[src/rrs_pkg.sv]
// shared constants, codes and types of the round-robin time-slice scheduler
`default_nettype none
package rrs_pkg;
	localparam int SLOTS = 4;
	localparam int SLOT_W = (SLOTS > 1) ? $clog2(SLOTS) : 1;
	localparam int CNT_W = $clog2(SLOTS + 1);
	localparam int LIM_W = (CNT_W > 3) ? CNT_W : 3;

	localparam logic [15:0] TIME_SLICE_RST = 16'd10;
	localparam logic [2:0] MAX_TASKS_RST = 3'd3;

	localparam logic REG_TIME_SLICE = 1'b0;
	localparam logic REG_MAX_TASKS = 1'b1;

	localparam logic REQ_SUBMIT = 1'b0;
	localparam logic REQ_TICK = 1'b1;

	localparam logic [1:0] STAT_ACCEPTED = 2'd0;
	localparam logic [1:0] STAT_REJECTED = 2'd1;
	localparam logic [1:0] STAT_SERVED = 2'd2;
	localparam logic [1:0] STAT_IDLE = 2'd3;

	typedef struct packed {
		logic [15:0] time_slice;
		logic [2:0] max_tasks;
	} cfg_t;

	typedef struct packed {
		logic en;
		logic [SLOT_W-1:0] idx;
		logic valid;
		logic [7:0] id;
		logic [15:0] rem;
	} slot_wr_t;

	typedef struct packed {
		logic valid;
		logic [7:0] id;
		logic [15:0] rem;
	} slot_rd_t;
endpackage
`default_nettype wire

[src/rrs_regs.sv]
// configuration registers behind the apb port
`default_nettype none
module rrs_regs (
	input wire logic clk,
	input wire logic arst_n,
	input wire logic psel,
	input wire logic penable,
	input wire logic pwrite,
	input wire logic [2:0] paddr,
	input wire logic [31:0] pwdata,
	output logic [31:0] prdata,
	output logic pready,
	output rrs_pkg::cfg_t cfg
);
	import rrs_pkg::*;

	logic [15:0] time_slice_q;
	logic [2:0] max_tasks_q;
	logic wr_en;

	assign pready = 1'b1;
	assign wr_en = psel & penable & pwrite & pready;

	always_ff @(posedge clk or negedge arst_n) begin
		if (!arst_n) begin
			time_slice_q <= TIME_SLICE_RST;
			max_tasks_q <= MAX_TASKS_RST;
		end else if (wr_en) begin
			case (paddr[2])
				REG_TIME_SLICE: time_slice_q <= pwdata[15:0];
				REG_MAX_TASKS: max_tasks_q <= pwdata[2:0];
				default: ;
			endcase
		end
	end

	always_comb begin
		case (paddr[2])
			REG_TIME_SLICE: prdata = {16'd0, time_slice_q};
			REG_MAX_TASKS: prdata = {29'd0, max_tasks_q};
			default: prdata = '0;
		endcase
	end

	assign cfg.time_slice = time_slice_q;
	assign cfg.max_tasks = max_tasks_q;
endmodule
`default_nettype wire

[src/rrs_slot_file.sv]
// task slots: valid bits, ids and remaining times
`default_nettype none
module rrs_slot_file (
	input wire logic clk,
	input wire logic arst_n,
	input wire rrs_pkg::slot_wr_t wr,
	input wire logic [rrs_pkg::SLOT_W-1:0] rd_idx,
	output rrs_pkg::slot_rd_t rd
);
	import rrs_pkg::*;

	logic [SLOTS-1:0] valid_q;
	logic [7:0] id_q [SLOTS];
	logic [15:0] rem_q [SLOTS];

	always_ff @(posedge clk or negedge arst_n) begin
		if (!arst_n) begin
			valid_q <= '0;
		end else if (wr.en) begin
			valid_q[wr.idx] <= wr.valid;
		end
	end

	always_ff @(posedge clk) begin
		if (wr.en) begin
			id_q[wr.idx] <= wr.id;
			rem_q[wr.idx] <= wr.rem;
		end
	end

	assign rd.valid = valid_q[rd_idx];
	assign rd.id = id_q[rd_idx];
	assign rd.rem = rem_q[rd_idx];
endmodule
`default_nettype wire

[src/rrs_seq.sv]
// slot scan sequencer with the shared saturating subtractor
`default_nettype none
module rrs_seq (
	input wire logic clk,
	input wire logic arst_n,
	input wire rrs_pkg::cfg_t cfg,
	input wire logic start,
	input wire logic req_type,
	input wire logic [7:0] task_id,
	input wire logic [15:0] duration,
	output logic busy,
	output logic done,
	output logic [1:0] status,
	output logic [1:0] slot,
	output logic [7:0] served_id,
	output logic [15:0] remaining,
	output logic completed,
	output logic [2:0] occupancy,
	output rrs_pkg::slot_wr_t wr,
	output logic [rrs_pkg::SLOT_W-1:0] rd_idx,
	input wire rrs_pkg::slot_rd_t rd
);
	import rrs_pkg::*;

	localparam logic [1:0] S_IDLE = 2'd0;
	localparam logic [1:0] S_SCAN = 2'd1;
	localparam logic [1:0] S_SERVE = 2'd2;

	logic [1:0] state_q;
	logic [CNT_W-1:0] count_q;
	logic [SLOT_W-1:0] next_q;
	logic done_q;
	logic req_q;
	logic [7:0] id_q;
	logic [15:0] dur_q;
	logic [SLOT_W-1:0] idx_q;
	logic [CNT_W-1:0] step_q;
	logic [1:0] status_q;
	logic [1:0] slot_q;
	logic [7:0] served_id_q;
	logic [15:0] remaining_q;
	logic completed_q;
	logic [2:0] occupancy_q;

	logic accept;
	logic [LIM_W-1:0] mt_ext;
	logic [LIM_W-1:0] limit;
	logic [SLOT_W-1:0] idx_inc;
	logic sub_reject;
	logic sub_take;
	logic tick_idle;
	logic tick_found;
	logic [16:0] diff;
	logic [15:0] rem_new;
	logic finished;
	logic [CNT_W-1:0] count_dec;

	assign accept = start & ~busy;
	assign mt_ext = LIM_W'(cfg.max_tasks);
	assign limit = (mt_ext < LIM_W'(SLOTS)) ? mt_ext : LIM_W'(SLOTS);
	assign idx_inc = (idx_q == SLOT_W'(SLOTS - 1)) ? '0 : SLOT_W'(idx_q + 1'b1);

	assign sub_reject = (state_q == S_SCAN) && (req_q == REQ_SUBMIT) &&
		((LIM_W'(count_q) >= limit) || (LIM_W'(step_q) >= limit));
	assign sub_take = (state_q == S_SCAN) && (req_q == REQ_SUBMIT) && !sub_reject && !rd.valid;
	assign tick_idle = (state_q == S_SCAN) && (req_q == REQ_TICK) &&
		(step_q == CNT_W'(SLOTS));
	assign tick_found = (state_q == S_SCAN) && (req_q == REQ_TICK) && !tick_idle && rd.valid;

	// shared saturating subtractor
	assign diff = {1'b0, rd.rem} - {1'b0, cfg.time_slice};
	assign rem_new = diff[16] ? 16'd0 : diff[15:0];
	assign finished = (rem_new == 16'd0);
	assign count_dec = (count_q != '0) ? CNT_W'(count_q - 1'b1) : count_q;

	assign rd_idx = idx_q;

	always_comb begin
		wr.en = 1'b0;
		wr.idx = idx_q;
		wr.valid = 1'b1;
		wr.id = id_q;
		wr.rem = dur_q;
		if (sub_take) begin
			wr.en = 1'b1;
		end else if (state_q == S_SERVE) begin
			wr.en = 1'b1;
			wr.valid = ~finished;
			wr.id = rd.id;
			wr.rem = rem_new;
		end
	end

	always_ff @(posedge clk or negedge arst_n) begin
		if (!arst_n) begin
			state_q <= S_IDLE;
			count_q <= '0;
			next_q <= '0;
			done_q <= 1'b0;
		end else begin
			done_q <= 1'b0;
			case (state_q)
				S_IDLE: begin
					if (accept) begin
						state_q <= S_SCAN;
					end
				end
				S_SCAN: begin
					if (sub_reject || tick_idle) begin
						state_q <= S_IDLE;
						done_q <= 1'b1;
					end else if (sub_take) begin
						state_q <= S_IDLE;
						done_q <= 1'b1;
						count_q <= CNT_W'(count_q + 1'b1);
					end else if (tick_found) begin
						state_q <= S_SERVE;
					end
				end
				S_SERVE: begin
					state_q <= S_IDLE;
					done_q <= 1'b1;
					next_q <= idx_inc;
					if (finished) begin
						count_q <= count_dec;
					end
				end
				default: state_q <= S_IDLE;
			endcase
		end
	end

	always_ff @(posedge clk) begin
		if (accept) begin
			req_q <= req_type;
			id_q <= task_id;
			dur_q <= duration;
			step_q <= '0;
			idx_q <= (req_type == REQ_TICK) ? next_q : '0;
		end else if (state_q == S_SCAN && !tick_found) begin
			step_q <= CNT_W'(step_q + 1'b1);
			idx_q <= (req_q == REQ_TICK) ? idx_inc : SLOT_W'(idx_q + 1'b1);
		end

		if (sub_reject) begin
			status_q <= STAT_REJECTED;
			slot_q <= '0;
			served_id_q <= '0;
			remaining_q <= '0;
			completed_q <= 1'b0;
			occupancy_q <= 3'(count_q);
		end else if (tick_idle) begin
			status_q <= STAT_IDLE;
			slot_q <= '0;
			served_id_q <= '0;
			remaining_q <= '0;
			completed_q <= 1'b0;
			occupancy_q <= '0;
		end else if (sub_take) begin
			status_q <= STAT_ACCEPTED;
			slot_q <= 2'(idx_q);
			served_id_q <= id_q;
			remaining_q <= dur_q;
			completed_q <= 1'b0;
			occupancy_q <= 3'(CNT_W'(count_q + 1'b1));
		end else if (state_q == S_SERVE) begin
			status_q <= STAT_SERVED;
			slot_q <= 2'(idx_q);
			served_id_q <= rd.id;
			remaining_q <= rem_new;
			completed_q <= finished;
			occupancy_q <= 3'(finished ? count_dec : count_q);
		end
	end

	assign busy = (state_q != S_IDLE);
	assign done = done_q;
	assign status = status_q;
	assign slot = slot_q;
	assign served_id = served_id_q;
	assign remaining = remaining_q;
	assign completed = completed_q;
	assign occupancy = occupancy_q;

	a_done_idle: assert property (@(posedge clk) disable iff (!arst_n)
		done_q |-> (state_q == S_IDLE))
		else $error("result strobe while sequencer not idle");

	a_count_range: assert property (@(posedge clk) disable iff (!arst_n)
		LIM_W'(count_q) <= LIM_W'(SLOTS))
		else $error("task count above slot count");

	a_completed_zero: assert property (@(posedge clk) disable iff (!arst_n)
		(done_q && completed_q) |-> (status_q == STAT_SERVED && remaining_q == 16'd0))
		else $error("completed task with time left");

	a_serve_valid: assert property (@(posedge clk) disable iff (!arst_n)
		(state_q == S_SERVE) |-> rd.valid)
		else $error("serving an empty slot");

	a_accept_busy: assert property (@(posedge clk) disable iff (!arst_n)
		accept |=> busy)
		else $error("accepted transaction did not raise busy");
endmodule
`default_nettype wire

[src/round_robin_time_slice_scheduler.sv]
// top level of the round-robin time-slice scheduler
// A transaction is taken when start is high and busy is low; busy then stays
// high until the result appears for one cycle with done high, and a new
// transaction may be started in that same cycle. The sequencer looks at one
// slot per cycle and a single subtractor charges the time slice. A submit
// examines slots from slot 0 upward, at most as many as the task limit, and
// is rejected when the task count has reached the limit or no free slot lies
// below it; a tick scans slots from the round-robin pointer, then charges the
// first valid slot found in a separate step, or reports idle once every slot
// has been scanned.
// Results cannot be held off and must be taken in the cycle done is high.
`default_nettype none
module round_robin_time_slice_scheduler (
	input wire logic clk,
	input wire logic arst_n,
	input wire logic start,
	output logic busy,
	input wire logic req_type,
	input wire logic [7:0] task_id,
	input wire logic [15:0] duration,
	output logic done,
	output logic [1:0] status,
	output logic [1:0] slot,
	output logic [7:0] served_id,
	output logic [15:0] remaining,
	output logic completed,
	output logic [2:0] occupancy,
	input wire logic psel,
	input wire logic penable,
	input wire logic pwrite,
	input wire logic [2:0] paddr,
	input wire logic [31:0] pwdata,
	output logic [31:0] prdata,
	output logic pready
);
	import rrs_pkg::*;

	cfg_t cfg;
	slot_wr_t wr;
	slot_rd_t rd;
	logic [SLOT_W-1:0] rd_idx;

	rrs_regs u_regs (
		.clk(clk),
		.arst_n(arst_n),
		.psel(psel),
		.penable(penable),
		.pwrite(pwrite),
		.paddr(paddr),
		.pwdata(pwdata),
		.prdata(prdata),
		.pready(pready),
		.cfg(cfg)
	);

	rrs_slot_file u_slots (
		.clk(clk),
		.arst_n(arst_n),
		.wr(wr),
		.rd_idx(rd_idx),
		.rd(rd)
	);

	rrs_seq u_seq (
		.clk(clk),
		.arst_n(arst_n),
		.cfg(cfg),
		.start(start),
		.req_type(req_type),
		.task_id(task_id),
		.duration(duration),
		.busy(busy),
		.done(done),
		.status(status),
		.slot(slot),
		.served_id(served_id),
		.remaining(remaining),
		.completed(completed),
		.occupancy(occupancy),
		.wr(wr),
		.rd_idx(rd_idx),
		.rd(rd)
	);
endmodule
`default_nettype wire
[config.mk]
export PLATFORM = sky130hd
export DESIGN_NAME = round_robin_time_slice_scheduler
export DESIGN_NICKNAME = d
export VERILOG_FILES = /design/src/rrs_pkg.sv /design/src/rrs_regs.sv /design/src/rrs_slot_file.sv /design/src/rrs_seq.sv /design/src/round_robin_time_slice_scheduler.sv
export SDC_FILE = /design/constraint.sdc
export NUM_CORES = 1
export LEC_CHECK = 0
export BUFFER_PORTS_ARGS = -buffer_cell sky130_fd_sc_hd__buf_2
export CAP_MARGIN = 10
export CORE_ASPECT_RATIO = 1.25
export CORE_MARGIN = 2
export CORE_UTILIZATION = 57
export CTS_CLUSTER_DIAMETER = 100
export DETAILED_ROUTE_END_ITERATION = 8
export HOLD_SLACK_MARGIN = 0.05
export PLACE_DENSITY = 0.84
export SLEW_MARGIN = 10
export SYNTH_ARGS = -nofsm -noshare
export SYNTH_HDL_FRONTEND = slang
export SYNTH_SLANG_ARGS = --single-unit
export TNS_END_PERCENT = 10
[constraint.sdc]
create_clock -name clk -period 5.6 [get_ports clk]
set_input_delay 1.68 -clock clk [delete_from_list [all_inputs] [get_ports clk]]
set_output_delay 1.68 -clock clk [all_outputs]
set_load 0.05 [all_outputs]
==> summary.md <==
| Metric | Value |
|---|---|
| Run status | `completed` |
| Ant. Diodes | `0` |
| Stages on the worst setup path | `12` |
| TritonRoute pass-1 iters | `5` |
| DP Area | `9780 um2` |
| Crit path buf inv count | `1` |
| Initial core utilization | `58.3%` |
| Post-CTS setup repair buffer count | `0` |
| Die Height | `145 um` |
| Hold Fails Final Rpt | `0` |
| Mapped Cells | `726` |
| Final period util | `84.4%` |
| Max-slew headroom | `22.1%` |
| Count of cell types in the netlist | `64` |
| DP HPWL | `13800 um` |
| Post-CTS sizing | `0` |
| # port buffers | `97` |
| Setup violators final | `0` |
| Simple-gate share of the synthesized area | `9.49%` |
| Compound-Gate Fraction of Synth Area | `10.4%` |
| Power per cell area | `643 nW/um2` |
| DRC viols | `0` |
| Slowest cell on crit path | `dfxtp_1` |
| Mapped Area | `9110 um2` |
| Largest family of logic cells by synthesized area | `multiplexers` |
| Synth Area in XOR/XNOR | `0.961%` |
| # rows | `51` |
| Vias in the first global route | `6184` |
| Detailed Route Iter0 Violations | `486` |
| Final Skew | `13.6 ps` |
| Clock sinks | `191` |
| Setup CP Type | `reg2reg` |
| Synth warnings | `0` |
| Worst Path Max Fanout | `12` |
| Crit end category | `register` |
| Peak supply drop | `389 uV` |
| Post-Synth Adder-Cell Area | `5.44%` |
| Most common flop cell mapped by yosys | `edfxtp_1` |
| Multiplexer share of the synthesized area | `11.9%` |
| Final WL | `20500 um` |
| Total Neg Setup Slack | `0 ps` |
| Hold crit path type | `reg2reg` |
| Final min period | `4730 ps` |
| Commonest non-fill, non-tap cell in the layout | `edfxtp_1` |
| Largest net degree at the start of global routing | `48` |
| Max_cap viols | `0` |
| Slew Viols, Final | `0` |
| Initial antenna violation count | `0` |
| Post-route ant nets | `0` |
| Worst Setup Start Kind | `register` |
| Average wire per standard cell | `19.6 um` |
| Placeable Area | `15600 um2` |
| Number of flops mapped to enable cells by yosys | `126` |
| CTS Hold Bufs | `0` |
| CTS buffer count | `17` |
| Asr flop ratio synth | `16.2%` |
| Syn-to-layout area delta | `13.8%` |
| P_leak | `4.12 nW` |
| Share of post-route cells with drive strength above 1 | `26.1%` |
| WP data arrival | `4920 ps` |
| Remaining global-route overflow | `0` |
| Post-Layout Cell Count | `1044` |
| I/O pins | `133` |
| Vias per inst | `6.00` |
| Chip width | `117 um` |
| Critical Path RT | `5790 ps` |
| Hold depth | `2` |
| CTS tree | `yes` |
| Via count | `6265` |
| Register area share after synthesis | `57.5%` |
| Critical-path cell list | `buf_4 -> mux4_2 -> ha_1 -> a21oi_2 -> o21ai_1 -> nor3_1 -> a21boi_1 -> o31a_1 -> a2111o_1 -> nor3_2 -> nand2_1 -> a31o_2` |
| RSZ-0062 raised after global routing | `no` |
| FMAX | `0.211 GHz` |
| Critical path's largest stage delay | `880 ps` |
| Worst slew pin tran | `1160 ps` |
| Reg clk slew, reported paths | `70 ps` |
| Global-route wire length before repair | `31700 um` |
| Clock Latency Late Sink | `440 ps` |
| Dpl cells | `1012` |
| Worst reg-to-reg path cell count | `12` |
| RD Place Congestion | `0.888` |
| Final Cell Area | `10400 um2` |
| Clock tree buffer depth | `2` |
| Nets | `924` |
| #FFs+latches synth | `191` |
| Clk root buf | `clkbuf_16` |
| CP top delay family | `compound AO/OA/AOI/OAI gates` |
| Aggregate global-route resource usage | `24.7%` |
| Most frequent cells in the layout | `edfxtp_1 (126), buf_2 (97), nor2_1 (70), nand2_1 (56), ha_1 (38)` |
| Average size of a mapped cell | `12.6 um2` |
| H-tree depth | `4` |
| Die area | `17000 um2` |
==> registers in the layout (all words and copies together) (netlist names), 4 cells and up, named ones only <==
| signal | cells |
|---|---|
| u_seq.id_q | 8 |
| u_slots.rem_q | 64 |
| u_regs.time_slice_q | 16 |
| u_slots.valid_q | 4 |
| u_slots.id_q | 32 |
| u_seq.remaining | 16 |
| u_seq.dur_q | 16 |
| u_seq.served_id | 8 |
==> power breakdown <==
part           switching, mW  internal, mW  leakage, nW  total (mW)
Combinational           2.13          1.16         2.03        3.29
Sequential             0.216          1.98         1.80        2.20
Clock                  0.579         0.599        0.285        1.18
==> cells by family (layout without fill, tap and decap cells) <==
group / Yosys count / in the layout
XOR/XNOR: 10 / 10
multiplexers: 73 / 73
buffers and inverters: 83 / 174
adder cells (fa/ha/maj): 39 / 39
other: 2 / 17
flip-flops: 191 / 191
AND/OR/NAND/NOR: 187 / 187
AO/OA/AOI/OAI: 141 / 141
==> Yosys cell counts (all sizes together), types with 5 or more instances <==
master  count  area share (%)
nand2      56             2.3
dfrtp      27             7.4
nand3       8            0.44
edfxtp    126              42
mux4       25             6.2
a211oi     31             2.6
o21ai      25             1.4
dfxtp      34             7.5
mux2i      13             1.4
mux2       35             4.3
nand2b      5            0.34
nand4       7            0.48
nor2       70             2.9
nor2b       9            0.62
xor2        5            0.48
buf        26             1.8
ha         38             5.2
o21a        5            0.41
a21oi      39             2.2
xnor2       5            0.48
inv        35             1.4
nor3       15            0.88
clkbuf     22            0.91
==> final timing paths <==
| kind | startpoint | to | slack [ps] |
|---|---|---|---|
| setup / recovery | register | u_seq.occupancy[2]$_DFFE_PP_ | 870 |
| setup reg to reg | register | u_seq.occupancy[2]$_DFFE_PP_ | 870 |
| hold / removal | u_seq.status[0]$_SDFFE_PP1P_ | u_seq.status[0]$_SDFFE_PP1P_ | 450 |
| min in group asynchronous | arst_n | u_regs.time_slice_q[0]$_DFFE_PN0P_ | 1300 |
| max in group asynchronous | arst_n | u_seq.done$_DFF_PN0_ | 3840 |
| hold reg to reg | u_seq.status[0]$_SDFFE_PP1P_ | u_seq.status[0]$_SDFFE_PP1P_ | 450 |
==> metal layers <==
layer	global-route usage (%)	routed length, um	vias up
met1	30.5	7870	3067
met4	11.7	852	0
met2	41.9	10500	287
met5	0	0	-
met3	4.33	1260	57
li1	-	-	2854
==> layout make-up <==
class                      count  area (um2)
tap                          212         265
clock inverter                15         159
inverter                      35         131
fill                        1116        5270
clock buffer                  17         425
multi-input combinational    467        3580
sequential                   191        5250
timing repair buffer         107         561
==> per-stage QoR <==
step / setup slack, ps / util, % / total power [mW] / hold WS [ps]
after CTS: 888 / 66.3 / 6.64 / 448
after floorplan: 724 / - / 4.62 / 452
after global routing: 612 / 66.3 / 7.03 / 486
after global placement: 956 / 62.6 / 5.34 / 438
after detailed placement: 931 / 62.6 / 5.44 / 430
final: 872 / 66.3 / 6.67 / 447
==> worst min-delay path, delay by kind of cell, from the launching register on <==
kind	cells	cell delay, ps
flops	1	310
simple gates	2	90
No activity file was read; power rests on OpenSTA's default activity.
